<file path="config.mk">
export PLATFORM = sky130hd
export DESIGN_NAME = wildcard_star_matcher_core_flat
export DESIGN_NICKNAME = d
export VERILOG_FILES = /design/src/rtl/wsm_pkg.sv /design/src/rtl/wsm_in_if.sv /design/src/rtl/wsm_out_if.sv /design/src/rtl/wsm_closure.sv /design/src/rtl/wildcard_star_matcher_core.sv /design/src/flat_wrapper.sv
export VERILOG_INCLUDE_DIRS = /design/src /design/src/rtl
export SDC_FILE = /design/constraint.sdc
export NUM_CORES = 1
export LEC_CHECK = 0
export BUFFER_PORTS_ARGS = -buffer_cell sky130_fd_sc_hd__buf_2
export CAP_MARGIN = 20
export CORE_ASPECT_RATIO = 1.25
export CORE_UTILIZATION = 64
export DETAILED_ROUTE_END_ITERATION = 7
export PLACE_DENSITY_LB_ADDON = 0.1
export SLEW_MARGIN = 0
export SYNTH_ARGS = -nofsm -noshare
export SYNTH_HDL_FRONTEND = slang
export SYNTH_HIERARCHICAL = 1
export SYNTH_SLANG_ARGS = --single-unit
</file>
<file path="constraint.sdc">
create_clock -name clk -period 6 [get_ports clk]
set_clock_uncertainty 0.05 [all_clocks]
set_input_delay 0.3 -clock clk [delete_from_list [all_inputs] [get_ports clk]]
set_output_delay 0.3 -clock clk [all_outputs]
set_load 0.005 [all_outputs]
</file>
<file path="src/rtl/wildcard_star_matcher_core_defines.svh">
// assertion helpers for the matcher core rtl
`ifndef WILDCARD_STAR_MATCHER_CORE_DEFINES_SVH
`define WILDCARD_STAR_MATCHER_CORE_DEFINES_SVH

// same-cycle implication, held off during reset
`define WSM_ASSERT_IMP(lbl, ck, rn, ante, cons, msg) \
	lbl: assert property (@(posedge ck) disable iff (!rn) (ante) |-> (cons)) \
		else $error(msg);

// next-cycle implication, held off during reset
`define WSM_ASSERT_NXT(lbl, ck, rn, ante, cons, msg) \
	lbl: assert property (@(posedge ck) disable iff (!rn) (ante) |=> (cons)) \
		else $error(msg);

`endif

</file>
<file path="src/rtl/wsm_pkg.sv">
`default_nettype none

package wsm_pkg;

	// default pattern capacity in bytes
	localparam int unsigned PATTERN_MAX_DEF = 64;

	// the only wildcard byte
	localparam logic [7:0] STAR_BYTE = 8'h2A;

	typedef enum logic [1:0] {
		MODE_CLEAR  = 2'd0,
		MODE_APPEND = 2'd1,
		MODE_STRING = 2'd2,
		MODE_END    = 2'd3
	} mode_t;

endpackage

`default_nettype wire

</file>
<file path="src/rtl/wsm_in_if.sv">
`default_nettype none

interface wsm_in_if;
	import wsm_pkg::*;

	logic       valid;
	logic       ready;
	mode_t      mode;
	logic [7:0] char_code;

	modport source (output valid, output mode, output char_code, input ready);
	modport sink (input valid, input mode, input char_code, output ready);
endinterface

`default_nettype wire

</file>
<file path="src/rtl/wsm_out_if.sv">
`default_nettype none

interface wsm_out_if;
	logic valid;
	logic ready;
	logic matched;
	logic pattern_overflow;

	modport source (output valid, output matched, output pattern_overflow, input ready);
	modport sink (input valid, input matched, input pattern_overflow, output ready);
endinterface

`default_nettype wire

</file>
<file path="src/rtl/wsm_closure.sv">
`default_nettype none

// empty-star closure: a reachable position sitting on a star also reaches the
// next one; done as a log-depth segmented prefix-or
module wsm_closure #(
	parameter int unsigned N = wsm_pkg::PATTERN_MAX_DEF
) (
	input  logic [N:0]   active,
	input  logic [N-1:0] star,
	output logic [N:0]   closed
);
	localparam int unsigned LVLS = $clog2(N + 1);

	logic [N:0] g_l [LVLS+1];
	logic [N:0] p_l [LVLS+1];

	// p at position k: position k-1 holds a star
	assign g_l[0] = active;
	assign p_l[0] = {star, 1'b0};

	for (genvar d = 0; d < LVLS; d++) begin : g_lvl
		localparam int unsigned S = 1 << d;
		for (genvar k = 0; k <= N; k++) begin : g_bit
			if (k >= S) begin : g_comb
				assign g_l[d+1][k] = g_l[d][k] | (p_l[d][k] & g_l[d][k-S]);
				assign p_l[d+1][k] = p_l[d][k] & p_l[d][k-S];
			end else begin : g_pass
				assign g_l[d+1][k] = g_l[d][k];
				assign p_l[d+1][k] = p_l[d][k];
			end
		end
	end

	assign closed = g_l[LVLS];
endmodule

`default_nettype wire

</file>
<file path="src/rtl/wildcard_star_matcher_core.sv">
// an end-of-string item reaches its result through the input register, then the
// result register
// throughput: one item per cycle; a string byte updates every position at once
// only a stalled result register holds back an end-of-string item, and the items behind it
// reset: pattern emptied, overflow cleared, only position zero reachable;
// pattern bytes themselves are not cleared and are masked by the length
`default_nettype none

`include "wildcard_star_matcher_core_defines.svh"

module wildcard_star_matcher_core #(
	parameter int unsigned PATTERN_MAX = wsm_pkg::PATTERN_MAX_DEF
) (
	input  logic      clk,
	input  logic      arst_n,
	wsm_in_if.sink    item,
	wsm_out_if.source result
);
	import wsm_pkg::*;

	localparam int unsigned LEN_W = $clog2(PATTERN_MAX + 1);
	localparam int unsigned IDX_W = (PATTERN_MAX > 1) ? $clog2(PATTERN_MAX) : 1;
	localparam logic [LEN_W-1:0] LEN_MAX = LEN_W'(PATTERN_MAX);
	localparam logic [PATTERN_MAX:0] ACT_INIT = (PATTERN_MAX + 1)'(1);

	// input register
	logic       valid_s1;
	mode_t      mode_s1;
	logic [7:0] char_s1;

	// pattern and match state
	logic [7:0]           store_q [PATTERN_MAX];
	logic [LEN_W-1:0]     len_q;
	logic [PATTERN_MAX:0] act_q;
	logic                 ovf_q;

	// result register
	logic out_valid_q;
	logic matched_q;
	logic out_ovf_q;

	// per-position decode of the stored pattern
	logic [PATTERN_MAX-1:0] star_vec;
	logic [PATTERN_MAX-1:0] hit_vec;
	logic [PATTERN_MAX:0]   closed;
	logic [PATTERN_MAX:0]   nxt;
	logic                   s1_go;
	logic                   room;

	// positions at or beyond the length never propagate
	for (genvar i = 0; i < PATTERN_MAX; i++) begin : g_pos
		logic live;
		assign live        = LEN_W'(i) < len_q;
		assign star_vec[i] = live && (store_q[i] == STAR_BYTE);
		// a star position takes the self-loop branch, never the literal one
		assign hit_vec[i]  = live && (store_q[i] != STAR_BYTE) && (store_q[i] == char_s1);
	end

	wsm_closure #(
		.N(PATTERN_MAX)
	) u_closure (
		.active(act_q),
		.star  (star_vec),
		.closed(closed)
	);

	// star keeps its own position, a literal hit moves one position on
	assign nxt = {closed[PATTERN_MAX-1:0] & hit_vec, 1'b0}
		| {1'b0, closed[PATTERN_MAX-1:0] & star_vec};

	assign room = len_q != LEN_MAX;

	// only an end-of-string item needs the result register to be free
	assign s1_go = valid_s1 && ((mode_s1 != MODE_END) || !out_valid_q || result.ready);

	// next transfer is taken while the current one leaves the input register
	assign item.ready = !valid_s1 || s1_go;

	assign result.valid            = out_valid_q;
	assign result.matched          = matched_q;
	assign result.pattern_overflow = out_ovf_q;

	// input register payload
	always_ff @(posedge clk) begin
		if (item.valid && item.ready) begin
			mode_s1 <= item.mode;
			char_s1 <= item.char_code;
		end
	end

	// pattern bytes, written at the current length
	always_ff @(posedge clk) begin
		if (s1_go && (mode_s1 == MODE_APPEND) && room) begin
			store_q[len_q[IDX_W-1:0]] <= char_s1;
		end
	end

	// result payload: match flag is the closed vector at the pattern end
	always_ff @(posedge clk) begin
		if (s1_go && (mode_s1 == MODE_END)) begin
			matched_q <= closed[len_q];
			out_ovf_q <= ovf_q;
		end
	end

	// control state
	always_ff @(posedge clk or negedge arst_n) begin
		if (!arst_n) begin
			valid_s1    <= 1'b0;
			len_q       <= '0;
			act_q       <= ACT_INIT;
			ovf_q       <= 1'b0;
			out_valid_q <= 1'b0;
		end else begin
			if (item.ready) begin
				valid_s1 <= item.valid;
			end

			if (s1_go && (mode_s1 == MODE_END)) begin
				out_valid_q <= 1'b1;
			end else if (result.ready) begin
				out_valid_q <= 1'b0;
			end

			if (s1_go) begin
				case (mode_s1)
					MODE_CLEAR: begin
						len_q <= '0;
						ovf_q <= 1'b0;
						act_q <= ACT_INIT;
					end
					MODE_APPEND: begin
						// reachable positions of a running string are kept
						if (room) begin
							len_q <= len_q + LEN_W'(1);
						end else begin
							ovf_q <= 1'b1;
						end
					end
					MODE_STRING: begin
						act_q <= nxt;
					end
					MODE_END: begin
						// rearm for the next string
						act_q <= ACT_INIT;
					end
					default: begin
						act_q <= act_q;
					end
				endcase
			end
		end
	end

	// overflow only ever seen with a full pattern
	`WSM_ASSERT_IMP(a_ovf_full, clk, arst_n, ovf_q, len_q == LEN_MAX, "overflow with room left")

	// nothing reachable past the pattern end
	`WSM_ASSERT_IMP(a_act_in_range, clk, arst_n, 1'b1, (act_q >> len_q) <= ACT_INIT, "position past pattern end reachable")

	// an end-of-string item always rearms and raises the result
	`WSM_ASSERT_NXT(a_end_rearm, clk, arst_n, s1_go && (mode_s1 == MODE_END), (act_q == ACT_INIT) && out_valid_q, "end of string did not rearm")
endmodule

`default_nettype wire
</file>
<file path="src/flat_wrapper.sv">
// flat-port wrapper written by rule: the top's interface ports become plain ports
module wildcard_star_matcher_core_flat import wsm_pkg::*;
#(
	parameter int unsigned PATTERN_MAX = wsm_pkg::PATTERN_MAX_DEF
)
  (clk, arst_n, item_valid, item_mode, item_char_code, item_ready, result_valid, result_matched, result_pattern_overflow, result_ready);
  wsm_in_if item_i ();
  wsm_out_if result_i ();
  input  logic clk;
  input  logic arst_n;
  input wire logic [$bits(item_i.valid)-1:0] item_valid;
  input wire logic [$bits(item_i.mode)-1:0] item_mode;
  input wire logic [$bits(item_i.char_code)-1:0] item_char_code;
  output wire logic [$bits(item_i.ready)-1:0] item_ready;
  output wire logic [$bits(result_i.valid)-1:0] result_valid;
  output wire logic [$bits(result_i.matched)-1:0] result_matched;
  output wire logic [$bits(result_i.pattern_overflow)-1:0] result_pattern_overflow;
  input wire logic [$bits(result_i.ready)-1:0] result_ready;
  assign item_i.valid = item_valid;
  assign item_i.mode = item_mode;
  assign item_i.char_code = item_char_code;
  assign item_ready = item_i.ready;
  assign result_valid = result_i.valid;
  assign result_matched = result_i.matched;
  assign result_pattern_overflow = result_i.pattern_overflow;
  assign result_i.ready = result_ready;
  wildcard_star_matcher_core #(.PATTERN_MAX(PATTERN_MAX)) u_core (.clk(clk), .arst_n(arst_n), .item(item_i), .result(result_i));
endmodule
</file>
==> After elaboration in Yosys (flattened, before gate mapping) <==
Memories as Yosys holds them, arrays and structs flattened.
Index checks and enable logic that the tools add are counted.
{ "word_totals": {"reg_bits": 87, "ram_bits": 512, "in_bits": 14, "output_inout_bits": 4, "elab_cells": 1419, "mem_count": 1} }
{ "op_classes": {"addsub": 1, "order_cmp": 65, "eq_ne": 199, "mux": 11, "bitwise": 923, "reduce_logical": 210} }
{ "mem_list": {"columns": ["name", "depth", "width", "read_ports", "rd_clocked_by_memory_dff", "wr", "line_no", "source"], "rows": [
  ["u_core.store_q", 64, 8, 64, 0, 1, "wildcard_star_matcher_core.sv:32", "logic [7:0] store_q [PATTERN_MAX];"]
]} }
{ "ops": {"columns": ["cell", "n"], "rows": [
  ["$and 1x1->1", 592],
  ["$eq 8x6->1 const B", 64],
  ["$eq 8x8->1", 64],
  ["$ne 8x6->1 const B", 64],
  ["$or 1x1->1", 328],
  ["$lt 6x7->1 const A", 32],
  ["$logic_and 1x1->1", 197],
  ["$pmux 65 s2", 1],
  ["$and 64x64->64", 2],
  ["$lt 5x7->1 const A", 16],
  ["$or 65x64->65", 1],
  ["$lt 4x7->1 const A", 8],
  ["$lt 3x7->1 const A", 4],
  ["$lt 1x7->1 const A", 2],
  ["$lt 2x7->1 const A", 2],
  ["$pmux 7 s2", 1],
  ["$lt 7x8->1 const B", 1],
  ["$add 7x1->7 const B", 1],
  ["$bmux 1 s7", 1],
  ["$mux 7", 1],
  ["$ne 7x7->1 const B", 1],
  ["$mux 1", 6],
  ["$reduce_and 3->1", 2],
  ["$reduce_bool 2->1", 3],
  ["10 further kinds", 15]
]} }

==> Logic depth before layout (Yosys ltp) <==
An unclocked memory read counts as a cell.
{ "depth": {"ltp_word": 18, "mapped_depth": 22, "ltp_nobuf": 19} }

==> Cells and area by module <==
The synthesis kept the hierarchy.
{ "by_module_without_submodules": {"columns": ["mod", "n_inst", "cells_each", "area_each_um2", "seq_area_each_um2"], "rows": [
  ["wildcard_star_matcher_core", 1, 2165, 28527.4, 17613.1],
  ["wsm_closure", 1, 351, 2005.7, 0.0]
]} }

==> Least setup slack after synthesis <==
Ideal clock, no wire load.
{ "synth_path": {"path_kind": "register to register", "startpoint": "register u_core.len_q[6]", "endpoint": "register u_core.matched_q, in the netlist u_core/result.matched (data pin)", "setup_ns": 0.273, "arrival_ns": 4.169, "required_time_ns": 5.677, "path_slack_ns": 1.508, "path_stages_with_launch": 20, "path_buffers": 2, "period_less_slack_ns": 4.492, "cell_sequence": "dfrtp_1 > buf_2 > nor2_1 > clkbuf_1 > o21ai_0 > nor2b_1 > a211oi_1 > nor2_1 > a211o_1 > a211o_1 > nand3b_1 > o21ai_1 > o31ai_1 > a221o_1 > a21o_1 > and3_1 > a31o_2 > a221o_1 > a32oi_1 > o311ai_1"} }
{ "synth_via": {"elab_cells_between_ends": 1050, "classes_between": "order compare: 64; mux: 2; bitwise: 920; reduce/logical: 64"} }
{ "synth_lines": {"columns": ["element", "line_no", "source"], "rows": [
  ["start: declaration", "wildcard_star_matcher_core.sv:33", "logic [LEN_W-1:0] len_q;"],
  ["start signal: assignment", "wildcard_star_matcher_core.sv:135", "len_q <= len_q + LEN_W'(1);"],
  ["$lt 5x7->1 (*)", "wildcard_star_matcher_core.sv:53", "assign live = LEN_W'(i) < len_q;"],
  ["$logic_and 1x1->1 (*)", "wildcard_star_matcher_core.sv:54", "assign star_vec[i] = live && (store_q[i] == STAR_BYTE);"],
  ["net u_core.star_vec[25]", "wildcard_star_matcher_core.sv:43", "logic [PATTERN_MAX-1:0] star_vec;"],
  ["$and 1x1->1 (on tied branches)", "wsm_closure.sv:25, wsm_closure.sv:26", null],
  ["$or 1x1->1 or $and 1x1->1 (tied branches)", "wsm_closure.sv:25", "assign g_l[d+1][k] = g_l[d][k] | (p_l[d][k] & g_l[d][k-S]);"],
  ["$or 1x1->1", "wsm_closure.sv:25", null],
  ["$and 1x1->1", "wsm_closure.sv:25", null],
  ["$or 1x1->1 (2 in a row)", "wsm_closure.sv:25", null],
  ["$and 1x1->1", "wsm_closure.sv:25", null],
  ["$or 1x1->1", "wsm_closure.sv:25", null],
  ["$or 1x1->1 (*)", "wsm_closure.sv:25", null],
  ["net u_core.closed[46]", "wildcard_star_matcher_core.sv:45", "logic [PATTERN_MAX:0] closed;"],
  ["$bmux 1 s7 (*)", "wildcard_star_matcher_core.sv:101", "matched_q <= closed[len_q];"],
  ["$mux 1 (implied by the code) (*)", "wildcard_star_matcher_core.sv:101", null],
  ["end signal: assignment", "wildcard_star_matcher_core.sv:101", null],
  ["end: declaration", "wildcard_star_matcher_core.sv:39", "logic matched_q;"]
]} }
Mark *: on every way through the listed nets, which the timed path passes. The rest lies on a longest branch. The select of a mux whose other input is x is not followed.
A chain may end at the register's enable or synchronous reset.

==> Worst setup path in the final report <==
{ "layout_path": {"startpoint": "register u_core.len_q[1]", "endpoint": "register u_core.matched_q, in the netlist u_core/result.matched (data pin)"} }
{ "layout_via": {"elab_cells_between_ends": 1050, "classes_between": "order compare: 64; mux: 2; bitwise: 920; reduce/logical: 64"} }
{ "layout_lines": {"columns": ["element", "line_no"], "rows": [
  ["$lt 4x7->1 (*)", "wildcard_star_matcher_core.sv:53"],
  ["$logic_and 1x1->1 (*)", "wildcard_star_matcher_core.sv:54"],
  ["net u_core.star_vec[8]", "wildcard_star_matcher_core.sv:43"],
  ["$and 1x1->1 (on tied branches)", "wsm_closure.sv:25, wsm_closure.sv:26"],
  ["$or 1x1->1 or $and 1x1->1 (tied branches)", "wsm_closure.sv:25"],
  ["$or 1x1->1", "wsm_closure.sv:25"],
  ["$and 1x1->1", "wsm_closure.sv:25"],
  ["$or 1x1->1", "wsm_closure.sv:25"],
  ["$or 1x1->1 (*)", "wsm_closure.sv:25"],
  ["$and 1x1->1 (*)", "wsm_closure.sv:25"],
  ["$or 1x1->1 (*)", "wsm_closure.sv:25"],
  ["net u_core.closed[29]", "wildcard_star_matcher_core.sv:45"],
  ["$and 1x1->1", "wsm_closure.sv:25"],
  ["$or 1x1->1", "wsm_closure.sv:25"],
  ["$bmux 1 s7 (*)", "wildcard_star_matcher_core.sv:101"],
  ["$mux 1 (implied by the code) (*)", "wildcard_star_matcher_core.sv:101"]
]} }
Marked as above.

==> qor.yml <==
path_buf_inv: 1
clk_path_buf_depth: 3
routed-via-count: 21182
synth_top_area_cell: "edfxtp_1"
crit_fanout: 13
viasPerCell: 6.55
power_frac_seq_pct: 51.1
synth_edf_count: 524
crit_type: "reg2reg"
syn_nets: 2535
final.setup.tns_ns: 0
grt_setup_unrepaired: "no"
netlist.area_leader.share_pct: 51.5
clkPwrFrac_pct: 40.1
port_buffers: 17
cts_tree: "done"
grt_pass1_wl_um: 122000
wl_per_cell_um: 24.6
cellPowerDensity_nw_per_um2: 271
r2r_slack_ns: 0.47
cts_sinks: 599
start_kind: "register"
clk-insertion-delay-late_ns: 0.63
num-nets-final: 2572
p_leak_nw: 11.0
num_io_pins: 18
drc: 0
overflow: 0
synthDistinctLibCells: 85
numCtsBuffers: 58
core-area_um2: 47100
worstSetupEndpoint: "u_core/result.matched"
die_width_um: 197
htreeDepth: 2
antenna_left: 0
path_cells: "buf_4 > or3_1 > a21oi_1 > nor2_1 > a21oi_2 > nand3_1 > a31oi_1 > nor4_1 > a311oi_1 > o21ai_0 > a21o_1 > mux4_2 > mux4_2 > nand2b_1 > nand3_1 > o311ai_1"
reg2reg_depth: 16
start_util_pct: 64.8
syn_area_um2: 30500
cp_top_family: "compound AO/OA/AOI/OAI gates"
fillCellCount: 3279
multiInputGateArea_um2: 12300
ys_ff_latch: 599
drive_gt1_share_pct: 7.81
synth_seq_area_share_pct: 57.7
critPathLaunch: "u_core/len_q[1]"
p_int_mw: 6.92
route.layer.met1.wl_um: 33000
final-seq-area_um2: 17600
crit_cells: 16
worst_ir_drop_vdd_v: 0.000280
cap_violations: 0
synth_async_sr_flop_share_pct: 12.5
rr_endpoint: "u_core/result.matched"
r2r-start: "u_core/len_q[1]"
ys_dominant_reg_cell: "edfxtp_1"
critPathMaxStageDelay_ns: 0.55
setup_viol: 0
synthCells: 2516
finalWirelength_um: 79500
die_h_um: 246
fin_cells: 3235
gp_congestion: 0.973
layout_min_cycle_time_ns: 5.53
post-dp-hpwl_um: 52200
synth_area_leaders: "edfxtp_1 52%, xor2_1 8.7%, xnor2_1 6.2%"
required_ns: 6.31
arrival_ns: 5.84
place_inst: 3114
max_freq_mhz: 181
hold_class: "in2async"
grt_use_total_pct: 33.2
p_sw_mw: 2.13
antenna-diode-count: 0
syn_to_final_growth_pct: 9.40
tightest_slew_ns: 1.17
ys_warn_count: 6
syn_area_per_cell_um2: 12.1
first_pass_iters: 6
wl_met3_um: 5040
cp_slowest_cell: "dfrtp_1"
maxUsedRoutingLayer: "met4"
synth_common_cells: "524 x edfxtp_1, 302 x xor2_1, 215 x xnor2_1"
critPathCaptureType: "register"
yosysMostFrequentCell: "edfxtp_1"
core.rowCount: 89
cts_root_buffer: "clkbuf_16"
combPwrFrac_pct: 8.8
grt_max_degree: 101
hold_viol: 0
outcome: "finished, final reports clean"
met2WireLength_um: 38200
relSlewSlack_pct: 22.1
finalCritPeriodShare_pct: 92.1
final_max_slew_viol_count: 0
die_area_um2: 48600
swShare_pct: 23.5
drtIter0Drc: 1961
clk_pin_slew_ns: 0.06
grt_pass1_vias: 21144
antenna_found_initial: 0
## kinds of logic (layout without fill, tap and decap cells)
kind of cell	Yosys count	after routing	synth area share (%)
simple gates	819	819	15.0
flops	599	599	57.7
xor+xnor	517	517	14.8
compound gates	425	425	9.18
buf+inv	132	214	2.11
mux	19	19	0.975
fa+ha+maj	5	5	0.205
## worst min-delay path by stage
stage                      start                             end  slack (ns)  cells past startpoint
3_3_place_gp        u_core/ovf_q  u_core/result.pattern_overflow        0.41                      0
2_1_floorplan             arst_n                u_core/act_q[10]       -0.05                      0
5_1_grt                   arst_n                u_core/act_q[16]        0.18                      2
4_1_cts             item_mode[1]               u_core/mode_s1[1]        0.32                      2
6_report                  arst_n                u_core/act_q[16]        0.15                      2
3_5_place_dp   item_char_code[5]               u_core/char_s1[5]        0.43                      1
## per-layer routing
layer,vias up,global-route usage (%)
met5,-,0
met4,0,14.6
met3,182,4.61
met2,889,54.3
met1,10606,44.3
li1,9505,-
## through the flow
stage | area, µm² | hold slack, ns | util (%) | setup slack (ns) | power [mW]
CTS | 33400 | 0.318 | 70.8 | 0.591 | 9.08
global route | 33400 | 0.183 | 70.9 | 0.164 | 9.30
finish | 33400 | 0.152 | 70.9 | 0.471 | 9.05
floorplan | 30500 | -0.0456 | - | 1.51 | 5.20
global placement | 31300 | 0.412 | 66.5 | 0.665 | 5.46
detailed placement | 31300 | 0.429 | 66.5 | 0.620 | 5.48
## state kept, by name, indices dropped and copies added (netlist names)
name	count
u_core/store_q	512
u_core/act_q	65
u_core/char_s1	8
u_core/len_q	7
u_core/mode_s1	2
u_core/ovf_q	1
u_core/result.matched	1
u_core/result.pattern_overflow	1
u_core/result.valid	1
u_core/valid_s1	1
## timing repair
| action | in CTS | in global routing |
|---|---|---|
| resized for setup | 0 | 0 |
| hold buffers | 14 | 0 |
| hold endpoints to repair | 86 | 0 |
| endpoints found under the setup margin | 0 | 0 |
| buffers inserted | 0 | 0 |
## power groups by stage
stage / Sequential, mW / Clock (mW) / Combinational [mW]
finish: 4.62 / 3.63 / 0.799
global route: 4.63 / 3.82 / 0.845
CTS: 4.62 / 3.67 / 0.783
detailed placement: 4.71 / 0 / 0.771
global placement: 4.71 / 0 / 0.755
floorplan: 4.69 / 0 / 0.509
## final cells by class
| cell class | instances | share of cell area [%] |
|---|---|---|
| clock buffers | 71 | 4.55 |
| clock inverters | 34 | 1.09 |
| inverters | 28 | 0.315 |
| multi-input cells | 1785 | 36.8 |
| flip-flops and latches | 599 | 52.7 |
| well taps | 637 | 2.39 |
| repair buffers | 81 | 2.17 |
## layout by cell type (no fill, tap or decap), types with 6 or more instances in the layout
cell           count
nor4_1            77
nand2_1          195
nor4b_1           61
dlygate4sd3_1     14
edfxtp_1         524
clkbuf_1          12
o21a_1             7
xnor2_1          215
o2111ai_1          8
or2_2              9
a21oi_1          123
a32oi_1            9
nor3_1            32
and2_1            10
a211oi_1           6
inv_1             26
o21ai_0           82
o21bai_1          15
nand4_1           65
mux2_2             6
and3_1             7
nor2_1           165
bufinv_16          7
a31oi_1           12
nor4bb_1          67
clkbuf_16         59
a22o_1            34
mux4_2             8
clkinv_1           9
nor2b_1           14
buf_12             9
a21o_1            38
nand3_1           62
o22ai_1           22
nand2b_1          19
xor2_1           302
buf_4             41
dfrtp_1           74
clkinv_2          12
buf_2             16
(Power assumes the default switching activity.)
